===== src/sv/lpqs_pkg.sv =====
// ----------------------------------------------------------------------------
// lpqs_pkg
// Shared types and constants of the quarter-scan LED panel driver: command
// word passed from front to back, back-end status, sizes and the off pattern.
// ----------------------------------------------------------------------------
package lpqs_pkg;

    // sizes fixed by the panel geometry
    localparam int BYTES_PER_ROW_DEF = 16;
    localparam int SCAN_ROWS         = 4;
    localparam int ROW_W             = 2;
    localparam int COL_W             = 4;
    localparam int BIT_W             = 3;
    localparam int QUEUE_DEPTH       = 2;   // power of two, pointers wrap freely

    // all pixels off
    localparam logic [7:0] BYTE_OFF = 8'hFF;

    // item kinds on the mode input
    typedef enum logic {
        MODE_PIXEL = 1'b0,
        MODE_SCAN  = 1'b1
    } mode_t;

    // classified command word held in the queue
    typedef struct packed {
        logic             is_scan;
        logic [ROW_W-1:0] row;
        logic [COL_W-1:0] col;
        logic [BIT_W-1:0] bit_idx;
        logic             value;
    } cmd_t;

    // back-end status seen by the top level
    typedef struct packed {
        logic             idle;
        logic [ROW_W-1:0] row_cnt;
    } back_status_t;

endpackage


===== src/sv/lpqs_ram.sv =====
// ----------------------------------------------------------------------------
// lpqs_ram
// Generic single-port RAM, one write or read per cycle, registered read data.
// ----------------------------------------------------------------------------
module lpqs_ram #(
    parameter int WIDTH = 8,
    parameter int DEPTH = 64
) (
    input  logic                     clk,
    input  logic                     we,
    input  logic [$clog2(DEPTH)-1:0] addr,
    input  logic [WIDTH-1:0]         wdata,
    output logic [WIDTH-1:0]         rdata
);

    logic [WIDTH-1:0] mem [DEPTH];
    logic [WIDTH-1:0] rdata_reg;

    // write port and registered read
    always_ff @(posedge clk)
    begin
        if (we)
        begin
            mem[addr] <= wdata;
        end
        rdata_reg <= mem[addr];
    end

    assign rdata = rdata_reg;

endmodule


===== src/sv/lpqs_front.sv =====
// ----------------------------------------------------------------------------
// lpqs_front
// Accepts item words, classifies them into pixel writes and scans, works out
// the byte column and bit of a pixel, and queues the command for the back end.
// ----------------------------------------------------------------------------
module lpqs_front (
    input  logic          clk,
    input  logic          rst_n,
    input  logic          start,
    input  logic          mode,
    input  logic [4:0]    pixel_x,
    input  logic [3:0]    pixel_y,
    input  logic          pixel_value,
    output logic          busy,
    output logic          q_valid,
    output lpqs_pkg::cmd_t q_cmd,
    input  logic          q_pop
);

    import lpqs_pkg::*;

    localparam int PTR_W = $clog2(QUEUE_DEPTH);
    localparam int CNT_W = $clog2(QUEUE_DEPTH + 1);

    cmd_t             slot_reg [QUEUE_DEPTH];
    logic [PTR_W-1:0] wr_ptr_reg;
    logic [PTR_W-1:0] rd_ptr_reg;
    logic [CNT_W-1:0] count_reg;
    logic [CNT_W-1:0] count_next;
    cmd_t             cmd_in;
    logic             push;

    // classify: row y%4, column (3-y/4)+4*(x/8), bit 7-x%8
    always_comb
    begin
        cmd_in.is_scan = (mode == MODE_SCAN);
        cmd_in.row     = pixel_y[1:0];
        cmd_in.col     = {pixel_x[4:3], ~pixel_y[3:2]};
        cmd_in.bit_idx = ~pixel_x[2:0];
        cmd_in.value   = pixel_value;
    end

    assign busy    = (count_reg == CNT_W'(QUEUE_DEPTH));
    assign push    = start && !busy;
    assign q_valid = (count_reg != '0);
    assign q_cmd   = slot_reg[rd_ptr_reg];

    // occupancy
    always_comb
    begin
        count_next = count_reg;
        if (push && !q_pop)
        begin
            count_next = count_reg + 1'b1;
        end
        else if (!push && q_pop)
        begin
            count_next = count_reg - 1'b1;
        end
    end

    // queue pointers
    always_ff @(posedge clk or negedge rst_n)
    begin
        if (!rst_n)
        begin
            wr_ptr_reg <= '0;
            rd_ptr_reg <= '0;
            count_reg  <= '0;
        end
        else
        begin
            if (push)
            begin
                wr_ptr_reg <= wr_ptr_reg + 1'b1;
            end
            if (q_pop)
            begin
                rd_ptr_reg <= rd_ptr_reg + 1'b1;
            end
            count_reg <= count_next;
        end
    end

    // queue storage
    always_ff @(posedge clk)
    begin
        if (push)
        begin
            slot_reg[wr_ptr_reg] <= cmd_in;
        end
    end

endmodule


===== src/sv/lpqs_back.sv =====
// ----------------------------------------------------------------------------
// lpqs_back
// Executes queued commands against the scan memory: read-modify-write of one
// bit for a pixel, or a sixteen-byte row read-out followed by a row advance.
// ----------------------------------------------------------------------------
module lpqs_back #(
    parameter int BYTES_PER_ROW = lpqs_pkg::BYTES_PER_ROW_DEF
) (
    input  logic                        clk,
    input  logic                        rst_n,
    input  logic                        q_valid,
    input  lpqs_pkg::cmd_t              q_cmd,
    output logic                        q_pop,
    output logic                        strobe,
    output logic [lpqs_pkg::ROW_W-1:0]  row_address,
    output logic [7:0]                  data_byte,
    output logic                        last_of_row,
    output lpqs_pkg::back_status_t      status
);

    import lpqs_pkg::*;

    localparam int DEPTH = SCAN_ROWS * BYTES_PER_ROW;
    localparam int AW    = $clog2(DEPTH);
    localparam int KW    = $clog2(BYTES_PER_ROW);

    typedef enum logic [1:0] {
        ST_IDLE,
        ST_PIX_RD,
        ST_PIX_WR,
        ST_SCAN
    } state_t;

    state_t           state_reg;
    cmd_t             cmd_reg;
    logic [KW-1:0]    k_reg;
    logic [ROW_W-1:0] row_cnt_reg;
    logic [DEPTH-1:0] valid_reg;
    logic             rd_vld_reg;
    logic             rd_last_reg;
    logic [ROW_W-1:0] rd_row_reg;
    logic             hit_reg;

    logic [AW-1:0]    ram_addr;
    logic             ram_we;
    logic [7:0]       ram_wdata;
    logic [7:0]       ram_rdata;
    logic [7:0]       old_byte;
    logic [7:0]       mask;
    logic             k_last;

    assign k_last = (k_reg == KW'(BYTES_PER_ROW - 1));
    assign q_pop  = (state_reg == ST_IDLE) && q_valid;

    // memory address: scan walks the current row, pixel uses its own spot
    always_comb
    begin
        case (state_reg)
            ST_SCAN:
            begin
                ram_addr = AW'(row_cnt_reg) * AW'(BYTES_PER_ROW) + AW'(k_reg);
            end
            default:
            begin
                ram_addr = AW'(cmd_reg.row) * AW'(BYTES_PER_ROW) + AW'(cmd_reg.col);
            end
        endcase
    end

    // bit update of a pixel write; unwritten bytes read as all off
    assign old_byte  = hit_reg ? ram_rdata : BYTE_OFF;
    assign mask      = 8'(1) << cmd_reg.bit_idx;
    assign ram_wdata = cmd_reg.value ? (old_byte | mask) : (old_byte & ~mask);
    assign ram_we    = (state_reg == ST_PIX_WR);

    lpqs_ram #(
        .WIDTH (8),
        .DEPTH (DEPTH)
    ) u_scan_mem (
        .clk   (clk),
        .we    (ram_we),
        .addr  (ram_addr),
        .wdata (ram_wdata),
        .rdata (ram_rdata)
    );

    // sequencer, row counter, written marks and read-out strobes
    always_ff @(posedge clk or negedge rst_n)
    begin
        if (!rst_n)
        begin
            state_reg   <= ST_IDLE;
            k_reg       <= '0;
            row_cnt_reg <= '0;
            valid_reg   <= '0;
            rd_vld_reg  <= 1'b0;
            rd_last_reg <= 1'b0;
        end
        else
        begin
            rd_vld_reg  <= (state_reg == ST_SCAN);
            rd_last_reg <= (state_reg == ST_SCAN) && k_last;
            case (state_reg)
                ST_IDLE:
                begin
                    k_reg <= '0;
                    if (q_valid)
                    begin
                        state_reg <= q_cmd.is_scan ? ST_SCAN : ST_PIX_RD;
                    end
                end
                ST_PIX_RD:
                begin
                    state_reg <= ST_PIX_WR;
                end
                ST_PIX_WR:
                begin
                    valid_reg[ram_addr] <= 1'b1;
                    state_reg           <= ST_IDLE;
                end
                ST_SCAN:
                begin
                    k_reg <= k_reg + 1'b1;
                    if (k_last)
                    begin
                        row_cnt_reg <= row_cnt_reg + 1'b1;
                        state_reg   <= ST_IDLE;
                    end
                end
                default:
                begin
                    state_reg <= ST_IDLE;
                end
            endcase
        end
    end

    // payload alongside the memory read
    always_ff @(posedge clk)
    begin
        if (q_pop)
        begin
            cmd_reg <= q_cmd;
        end
        hit_reg    <= valid_reg[ram_addr];
        rd_row_reg <= row_cnt_reg;
    end

    // result word
    assign strobe      = rd_vld_reg;
    assign row_address = rd_row_reg;
    assign data_byte   = hit_reg ? ram_rdata : BYTE_OFF;
    assign last_of_row = rd_last_reg;

    assign status.idle    = (state_reg == ST_IDLE);
    assign status.row_cnt = row_cnt_reg;

endmodule


===== src/sv/led_panel_quarter_scan_driver_core.sv =====
// ----------------------------------------------------------------------------
// led_panel_quarter_scan_driver_core
// Quarter-scan driver for a 32x16 single-color LED panel: pixel writes into a
// scan memory and row read-outs of sixteen bytes with row address and latch.
//
//   channel | dir | handshake              | word
//   --------+-----+------------------------+----------------------------------
//   item    | in  | start && !busy         | mode, pixel_x, pixel_y, pixel_value
//   result  | out | strobe, one cycle each | row_address, data_byte, last_of_row
//
// A scan leaves the queue with a dispatch step, then reads one byte a cycle
// through the single memory port, each byte appearing in the cycle after its
// read. A pixel write steps through dispatch, read and write back. Up to two
// words wait in the queue; busy is high when it is full. Reset needs no
// clearing pass: per-byte written marks make unwritten bytes read as all off.
// Results cannot be stalled.
// ----------------------------------------------------------------------------
module led_panel_quarter_scan_driver_core #(
    parameter int BYTES_PER_ROW = lpqs_pkg::BYTES_PER_ROW_DEF
) (
    input  logic                        clk,
    input  logic                        rst_n,
    input  logic                        start,
    output logic                        busy,
    input  logic                        mode,
    input  logic [4:0]                  pixel_x,
    input  logic [3:0]                  pixel_y,
    input  logic                        pixel_value,
    output logic                        strobe,
    output logic [lpqs_pkg::ROW_W-1:0]  row_address,
    output logic [7:0]                  data_byte,
    output logic                        last_of_row
);

    import lpqs_pkg::*;

    logic         q_valid;
    logic         q_pop;
    cmd_t         q_cmd;
    back_status_t back_status;

    // classify and queue
    lpqs_front u_front (
        .clk         (clk),
        .rst_n       (rst_n),
        .start       (start),
        .mode        (mode),
        .pixel_x     (pixel_x),
        .pixel_y     (pixel_y),
        .pixel_value (pixel_value),
        .busy        (busy),
        .q_valid     (q_valid),
        .q_cmd       (q_cmd),
        .q_pop       (q_pop)
    );

    // execute against the scan memory
    lpqs_back #(
        .BYTES_PER_ROW (BYTES_PER_ROW)
    ) u_back (
        .clk         (clk),
        .rst_n       (rst_n),
        .q_valid     (q_valid),
        .q_cmd       (q_cmd),
        .q_pop       (q_pop),
        .strobe      (strobe),
        .row_address (row_address),
        .data_byte   (data_byte),
        .last_of_row (last_of_row),
        .status      (back_status)
    );

    // bytes of a row come out without gaps
    a_row_contiguous: assert property (@(posedge clk) disable iff (!rst_n)
        (strobe && !last_of_row) |=> strobe)
        else $error("row read-out has a gap");

    // strobe drops after the last byte of a row, so rows never come back to back
    a_row_gap: assert property (@(posedge clk) disable iff (!rst_n)
        (strobe && last_of_row) |=> !strobe)
        else $error("rows emitted back to back");

    // the row counter has moved on by the time the last byte shows
    a_row_advance: assert property (@(posedge clk) disable iff (!rst_n)
        (strobe && last_of_row) |->
            (back_status.row_cnt == ROW_W'(row_address + 2'd1)))
        else $error("row counter did not advance after a row");

    // the back end is still mid-row while a row is coming out
    a_scan_busy: assert property (@(posedge clk) disable iff (!rst_n)
        (strobe && !last_of_row) |-> !back_status.idle)
        else $error("back end idle in the middle of a row");

endmodule


===== config.mk =====
export PLATFORM = sky130hd
export DESIGN_NAME = led_panel_quarter_scan_driver_core
export DESIGN_NICKNAME = d
export VERILOG_FILES = /design/src/sv/lpqs_pkg.sv /design/src/sv/lpqs_ram.sv /design/src/sv/lpqs_front.sv /design/src/sv/lpqs_back.sv /design/src/sv/led_panel_quarter_scan_driver_core.sv
export SDC_FILE = /design/constraint.sdc
export NUM_CORES = 1
export LEC_CHECK = 0
export BUFFER_PORTS_ARGS = -buffer_cell sky130_fd_sc_hd__buf_2
export CAP_MARGIN = 20
export CELL_PAD_IN_SITES_DETAIL_PLACEMENT = 0
export CELL_PAD_IN_SITES_GLOBAL_PLACEMENT = 1
export CORE_ASPECT_RATIO = 1.4
export CORE_MARGIN = 1.5
export CORE_UTILIZATION = 45
export DETAILED_ROUTE_END_ITERATION = 12
export HOLD_SLACK_MARGIN = 0.15
export PLACE_DENSITY_LB_ADDON = 0.3
export SETUP_SLACK_MARGIN = 0.05
export SLEW_MARGIN = 20
export SYNTH_ARGS = -nofsm -noshare
export SYNTH_HDL_FRONTEND = slang
export SYNTH_SLANG_ARGS = --single-unit
export TNS_END_PERCENT = 1

===== constraint.sdc =====
create_clock -name clk -period 4.8 [get_ports clk]
set_input_delay 0.48 -clock clk [delete_from_list [all_inputs] [get_ports clk]]
set_output_delay 0.48 -clock clk [all_outputs]
set_load 0.02 [all_outputs]

# Word-level counts from Yosys, hierarchy flattened
# Memories as Yosys holds them, arrays and structs flattened. A register that Yosys moved wholly into a read port is not among the register bits.
# Index checks and enable logic that the tools add are counted.
totals:
  ff_bits: 91
  ramBits: 534
  output_inout_bits: 13
  wordCells: 74
  memories: 2
classes:
  add_sub_neg: 8
  order_cmp: 2
  n_eq_ne: 7
  shifts: 1
  muxes: 18
  bitwise: 6
  n_reduce_logical: 15
memory_table:
  columns: ["name", "depth", "width", "rd", "rd_clocked_by_memory_dff", "write_ports", "line_no", "rtl"]
  rows:
  - ["u_back.u_scan_mem.mem", 64, 8, 1, 1, 1, "lpqs_ram.sv:16", "logic [WIDTH-1:0] mem [DEPTH];"]
  - ["u_front.slot_reg", 2, 11, 1, 0, 1, "lpqs_front.sv:25", "cmd_t slot_reg [QUEUE_DEPTH];"]
ops:
  columns: ["operator", "n"]
  rows:
  - ["bitwise OR 64 bit", 1]
  - ["2-to-1 mux 8 bit", 2]
  - ["adder 6 x 4 -> 6 bit", 2]
  - ["2-to-1 mux 2 bit", 5]
  - ["bitwise AND 8 bit", 1]
  - ["NOT 8 bit", 1]
  - ["bitwise OR 8 bit", 1]
  - ["one-hot mux 2 bit (4 select lines)", 1]
  - ["one-hot mux 4 bit (2 select lines)", 1]
  - ["<< shifter 1 x 3 -> 8 bit (first input constant)", 1]
  - ["less-than comparator 6 x 7 -> 1 bit (second input constant)", 1]
  - ["binary-select mux 1 bit (select 6 bit)", 1]
  - ["demux 1 bit (select 6 bit)", 1]
  - ["== test 2 bit (second input constant)", 3]
  - [">= comparator 6 x 1 -> 1 bit (second input constant)", 1]
  - ["logical AND 1 bit", 6]
  - ["2-to-1 mux 1 bit", 6]
  - ["2-to-1 mux 6 bit", 1]
  - ["nonzero test 2 bit", 3]
  - ["adder 2 x 1 -> 2 bit (second input constant)", 2]
  - ["adder 4 x 1 -> 4 bit (second input constant)", 1]
  - ["== test 4 bit (second input constant)", 1]
  - ["!= test 2 x 1 -> 1 bit (second input constant)", 2]
  - ["AND reduction 2 bit", 2]
  - ["other kinds (7)", 10]

# Longest topological paths before layout
logic_depth:
  depth_word: 7
  depth_mapped: 11

# Cells and area by module
# A second synthesis with hierarchy kept.
unflattened:
  hier_cells: 1550
  hier_area_um2: 25410.6
modules_own_cells:
  columns: ["mod", "instances", "cells_each", "area_each_um2"]
  rows:
  - ["lpqs_ram", 1, 1171, 20449.6]
  - ["lpqs_back", 1, 321, 3897.5]
  - ["lpqs_front", 1, 58, 1063.5]

# Worst setup path before layout
# OpenSTA, ideal clock, no wires.
synth_path:
  path_kind: "register -> register"
  startpoint: "reg u_back.state_reg[0]"
  endpoint: "mem u_back.u_scan_mem.mem[41][0], enable pin"
  setup_ns: 0.373
  arrival_ns: 2.182
  required_time_ns: 4.427
  slack_ns: 2.245
  stages_incl_launch_ff: 9
  path_buffers: 4
  cell_sequence: "dfrtp_1 ha_1 buf_4 mux2i_1 buf_2 buf_2 or3b_2 clkbuf_1 nor2_1"
synth_between:
  elab_chain_cells: 3
  elab_cells_between_ends: 5
  classes_between: "eq/ne (2); mux (3)"
synth_lines:
  columns: ["item", "line_no", "rtl"]
  rows:
  - ["start, declared", "lpqs_back.sv:34", "state_t state_reg;"]
  - ["start signal, assigned", "lpqs_back.sv:109", "state_reg <= q_cmd.is_scan ? ST_SCAN : ST_PIX_RD;"]
  - ["== test 2 bit", "lpqs_back.sv:74", "assign ram_we = (state_reg == ST_PIX_WR);"]
  - ["2-to-1 mux 1 bit", "lpqs_ram.sv:22", "if (we)"]
  - ["2-to-1 mux 1 bit (implied by the code)", "lpqs_ram.sv:24", "mem[addr] <= wdata;"]
  - ["end, declared", "lpqs_ram.sv:16", null]
# Several ways; a longest one is shown, not always the timed one.

# Worst setup path after layout
layout_path:
  startpoint: "reg u_back.state_reg[0]"
  endpoint: "reg u_back.u_scan_mem.rdata_reg[6] (netlist: u_back.u_scan_mem.rdata[6]), read port of u_back.u_scan_mem.mem"
layout_between:
  elab_chain_cells: 2
layout_lines:
  columns: ["item", "line_no", "rtl"]
  rows:
  - ["== test 2 bit", "lpqs_back.sv:58", "case (state_reg)"]
  - ["2-to-1 mux 6 bit", "lpqs_back.sv:58", null]
  - ["end, declared", "lpqs_ram.sv:17", "logic [WIDTH-1:0] rdata_reg;"]
# Every way passes these cells.
# A chain may end at the register's enable or synchronous reset.

==> flow_summary.toml <==
[status]
status = "complete, no violations"

[logic_synthesis]
ys_seq_area_frac = 0.744
yosys_warnings = 0
synth_compound_area_frac = 0.0535
syn_avg_cell_area_um2 = 16.3
synth_top_family_by_area = "multiplexers"
synth_xor_area_frac = 0.00246
syn_inst = 1527
synth_flop_cell = "edfxtp_1"
synth-async-reset-ratio = 0.123
ys_types = 38
synth_edf_count = 544
synthAdderAreaFrac = 0.00302
synth_seq_cells = 633
synth_nets = 1547
synth_area_mm2 = 0.0249
synth.area.mux_share = 0.126
synthSimpleGateAreaFrac = 0.0499

[cells_and_area]
largest_reg_flops = 512
fillCellCount = 4379
final_common_cell = "edfxtp_1"
area_delta_synth_final_pct = 12.2
post-route-util = 0.512
n_antenna_cell = 0
multiInputGateArea_mm2 = 0.00590
layout-drive-gt1-share = 0.150
fin_cells = 2351
nets = 1602
layout_common_cells = "edfxtp_1, mux2i_1, o22ai_1"
seq_area_mm2 = 0.0185

[sta]
setup_viol = 0
clock_skew_ns = 0.0140
final-hold-violation-count = 0
slew_headroom = 0.345
rsz0062_at_grt = "false"
fmax_mhz = 253
period_needed_ns = 3.95
slew_viol_final = 0
worst_pin_slew_ns = 0.979
setup-tns-final_ns = 0
period_share = 0.823

[power_and_ir_drop]
comb_power_share = 0.329
clockPowerShare = 0.262
power_density_mw_per_mm2 = 634
swShare = 0.338
peakVddDrop_mv = 0.523
p_seq_frac = 0.409
leakage_uw = 0.0102
power_switching_uw = 5980
p_int_uw = 11700

[grt]
grt_max_degree = 83
overflow = 0
grtUsageTotal = 0.204
grt_first_pass_wirelength_mm = 85.5
grt_antenna_before_repair = 5
first_global_vias = 13256

[placed_design]
finalWeightedCongestion = 0.814
place_inst = 2233
numPortBuffers = 26
dp_hpwl_mm = 35.8

[drt]
drc = 0
dr_wl_met3_mm = 2.98
antenna_left = 0
viasPerCell = 5.62
drtIter0Drc = 1051
wl_met1_mm = 23.4
highest_layer = "met5"
drt-total-wl_mm = 57.6
firstDrtPassIters = 5
vias = 13214
wire_per_inst_um = 24.5
wl_met2_mm = 28.7

[floorplan]
die_h_um = 281
ios = 27
core_area_mm2 = 0.0545
die_area_mm2 = 0.0567
fp-row-count = 101
start_util = 0.457
die_width_um = 202

[cts]
cts_buffers = 56
clock-root-buffer = "clkbuf_16"
cts.sinks = 633
cts.reportedPaths.clkPinSlew_ns = 0.07
post_cts_buffers = 0
clk_latency_ns = 0.60
cts_tree = "done"
cts.path.max_buffers = 3
cts.htree.levels = 2

[critical_path]
critical_path.endpoint_type = "register"
crit_type = "reg2reg"
crit_required_ns = 5.27
critPathArrivalTime_ns = 4.42
crit_path_max_fanout = 82
start_kind = "register"

[run]
maxCapViolCount = 0

[hold_path]
holdCritPathClass = "in2reg"
==> final cells by class <==
class	instances	share of cell area
clock buffers	73	0.0547
repair buffers	79	0.0225
multi-input cells	795	0.211
well taps	721	0.0323
clock inverters	33	0.0134
flip-flops and latches	633	0.663
inverters	17	0.00229
==> timing repair <==
item,CTS,global route
gates resized for setup,0,0
hold buffers,12,0
hold endpoints to repair,42,0
==> through the flow <==
step           hold slack, ns  power [uW]  cell area [um^2]  setup WS (ns)
2_1_floorplan           0.184       11300             24900           2.24
3_3_place_gp            0.390       13100             25900          0.865
3_5_place_dp            0.398       13200             25900          0.854
4_1_cts                 0.168       17800             27900          0.842
5_1_grt                 0.213       18400             27900          0.705
6_report                0.193       17700             27900          0.850
==> worst paths after layout <==
check / startpoint / to / slack (ns) / cells after the start
setup reg to reg: u_back.state_reg[0] / u_back.u_scan_mem.rdata[6] / 0.85 / 8
min in group asynchronous: rst_n / u_back.valid_reg[41] / 0.31 / 2
max in group asynchronous: rst_n / u_back.valid_reg[5] / 3.29 / 3
setup / recovery: u_back.state_reg[0] / u_back.u_scan_mem.rdata[6] / 0.85 / 8
hold / removal: start / u_front.wr_ptr_reg / 0.19 / 3
hold reg to reg: u_back.valid_reg[29] / u_back.valid_reg[29] / 0.47 / 1
==> worst max-delay path: stages (launching register included) <==
cell	delay, ns
dfrtp_1	0.38
ha_1	0.69
mux2i_4	0.64
buf_12	0.49
mux2i_1	0.26
o22ai_1	0.10
nor2_1	0.38
o21ai_0	0.31
or4_1	0.46
==> per-layer routing <==
metal	vias to the layer above	GRT usage
li1	5977	-
met3	123	0.0260
met5	-	0
met2	414	0.347
met1	6698	0.264
met4	2	0.0903
==> synth_stat cells, drive strengths merged, types with 2 or more instances <==
master,count,area (um^2)
a21oi,3,15.0
a22oi,2,15.0
or4,9,67.6
clkbuf,13,48.8
edfxtp,544,16300
inv,17,63.8
o21ai,44,220
mux2,19,214
mux2i,291,2910
buf,69,417
or2,64,400
xnor2,4,35.0
ha,6,75.1
nand2,19,71.3
or3b,4,35.0
nand2b,11,68.8
xor2,3,26.3
nor3,3,15.0
nor3b,2,15.0
nor2,127,477
o22ai,162,1010
o32ai,2,17.5
dfrtp,78,1950
nor2b,3,18.8
a32oi,2,17.5
dfxtp,11,220
nand3,3,15.0
nand3b,6,45.0
==> cell families after synthesis <==
family,after synthesis
flip-flops,633
AO/OA/AOI/OAI,219
multiplexers,310
XOR/XNOR,7
adder cells (fa/ha/maj),6
AND/OR/NAND/NOR,253
buffers and inverters,99
==> power by group through the flow <==
stage	combinational (uW)	sequential [uW]	clock, uW
floorplan	4070	7230	0
global placement	5760	7340	0
detailed placement	5850	7350	0
CTS	5870	7240	4700
global route	6250	7290	4880
finish	5820	7240	4630
Note: power is estimated with default switching activity, not from simulation.
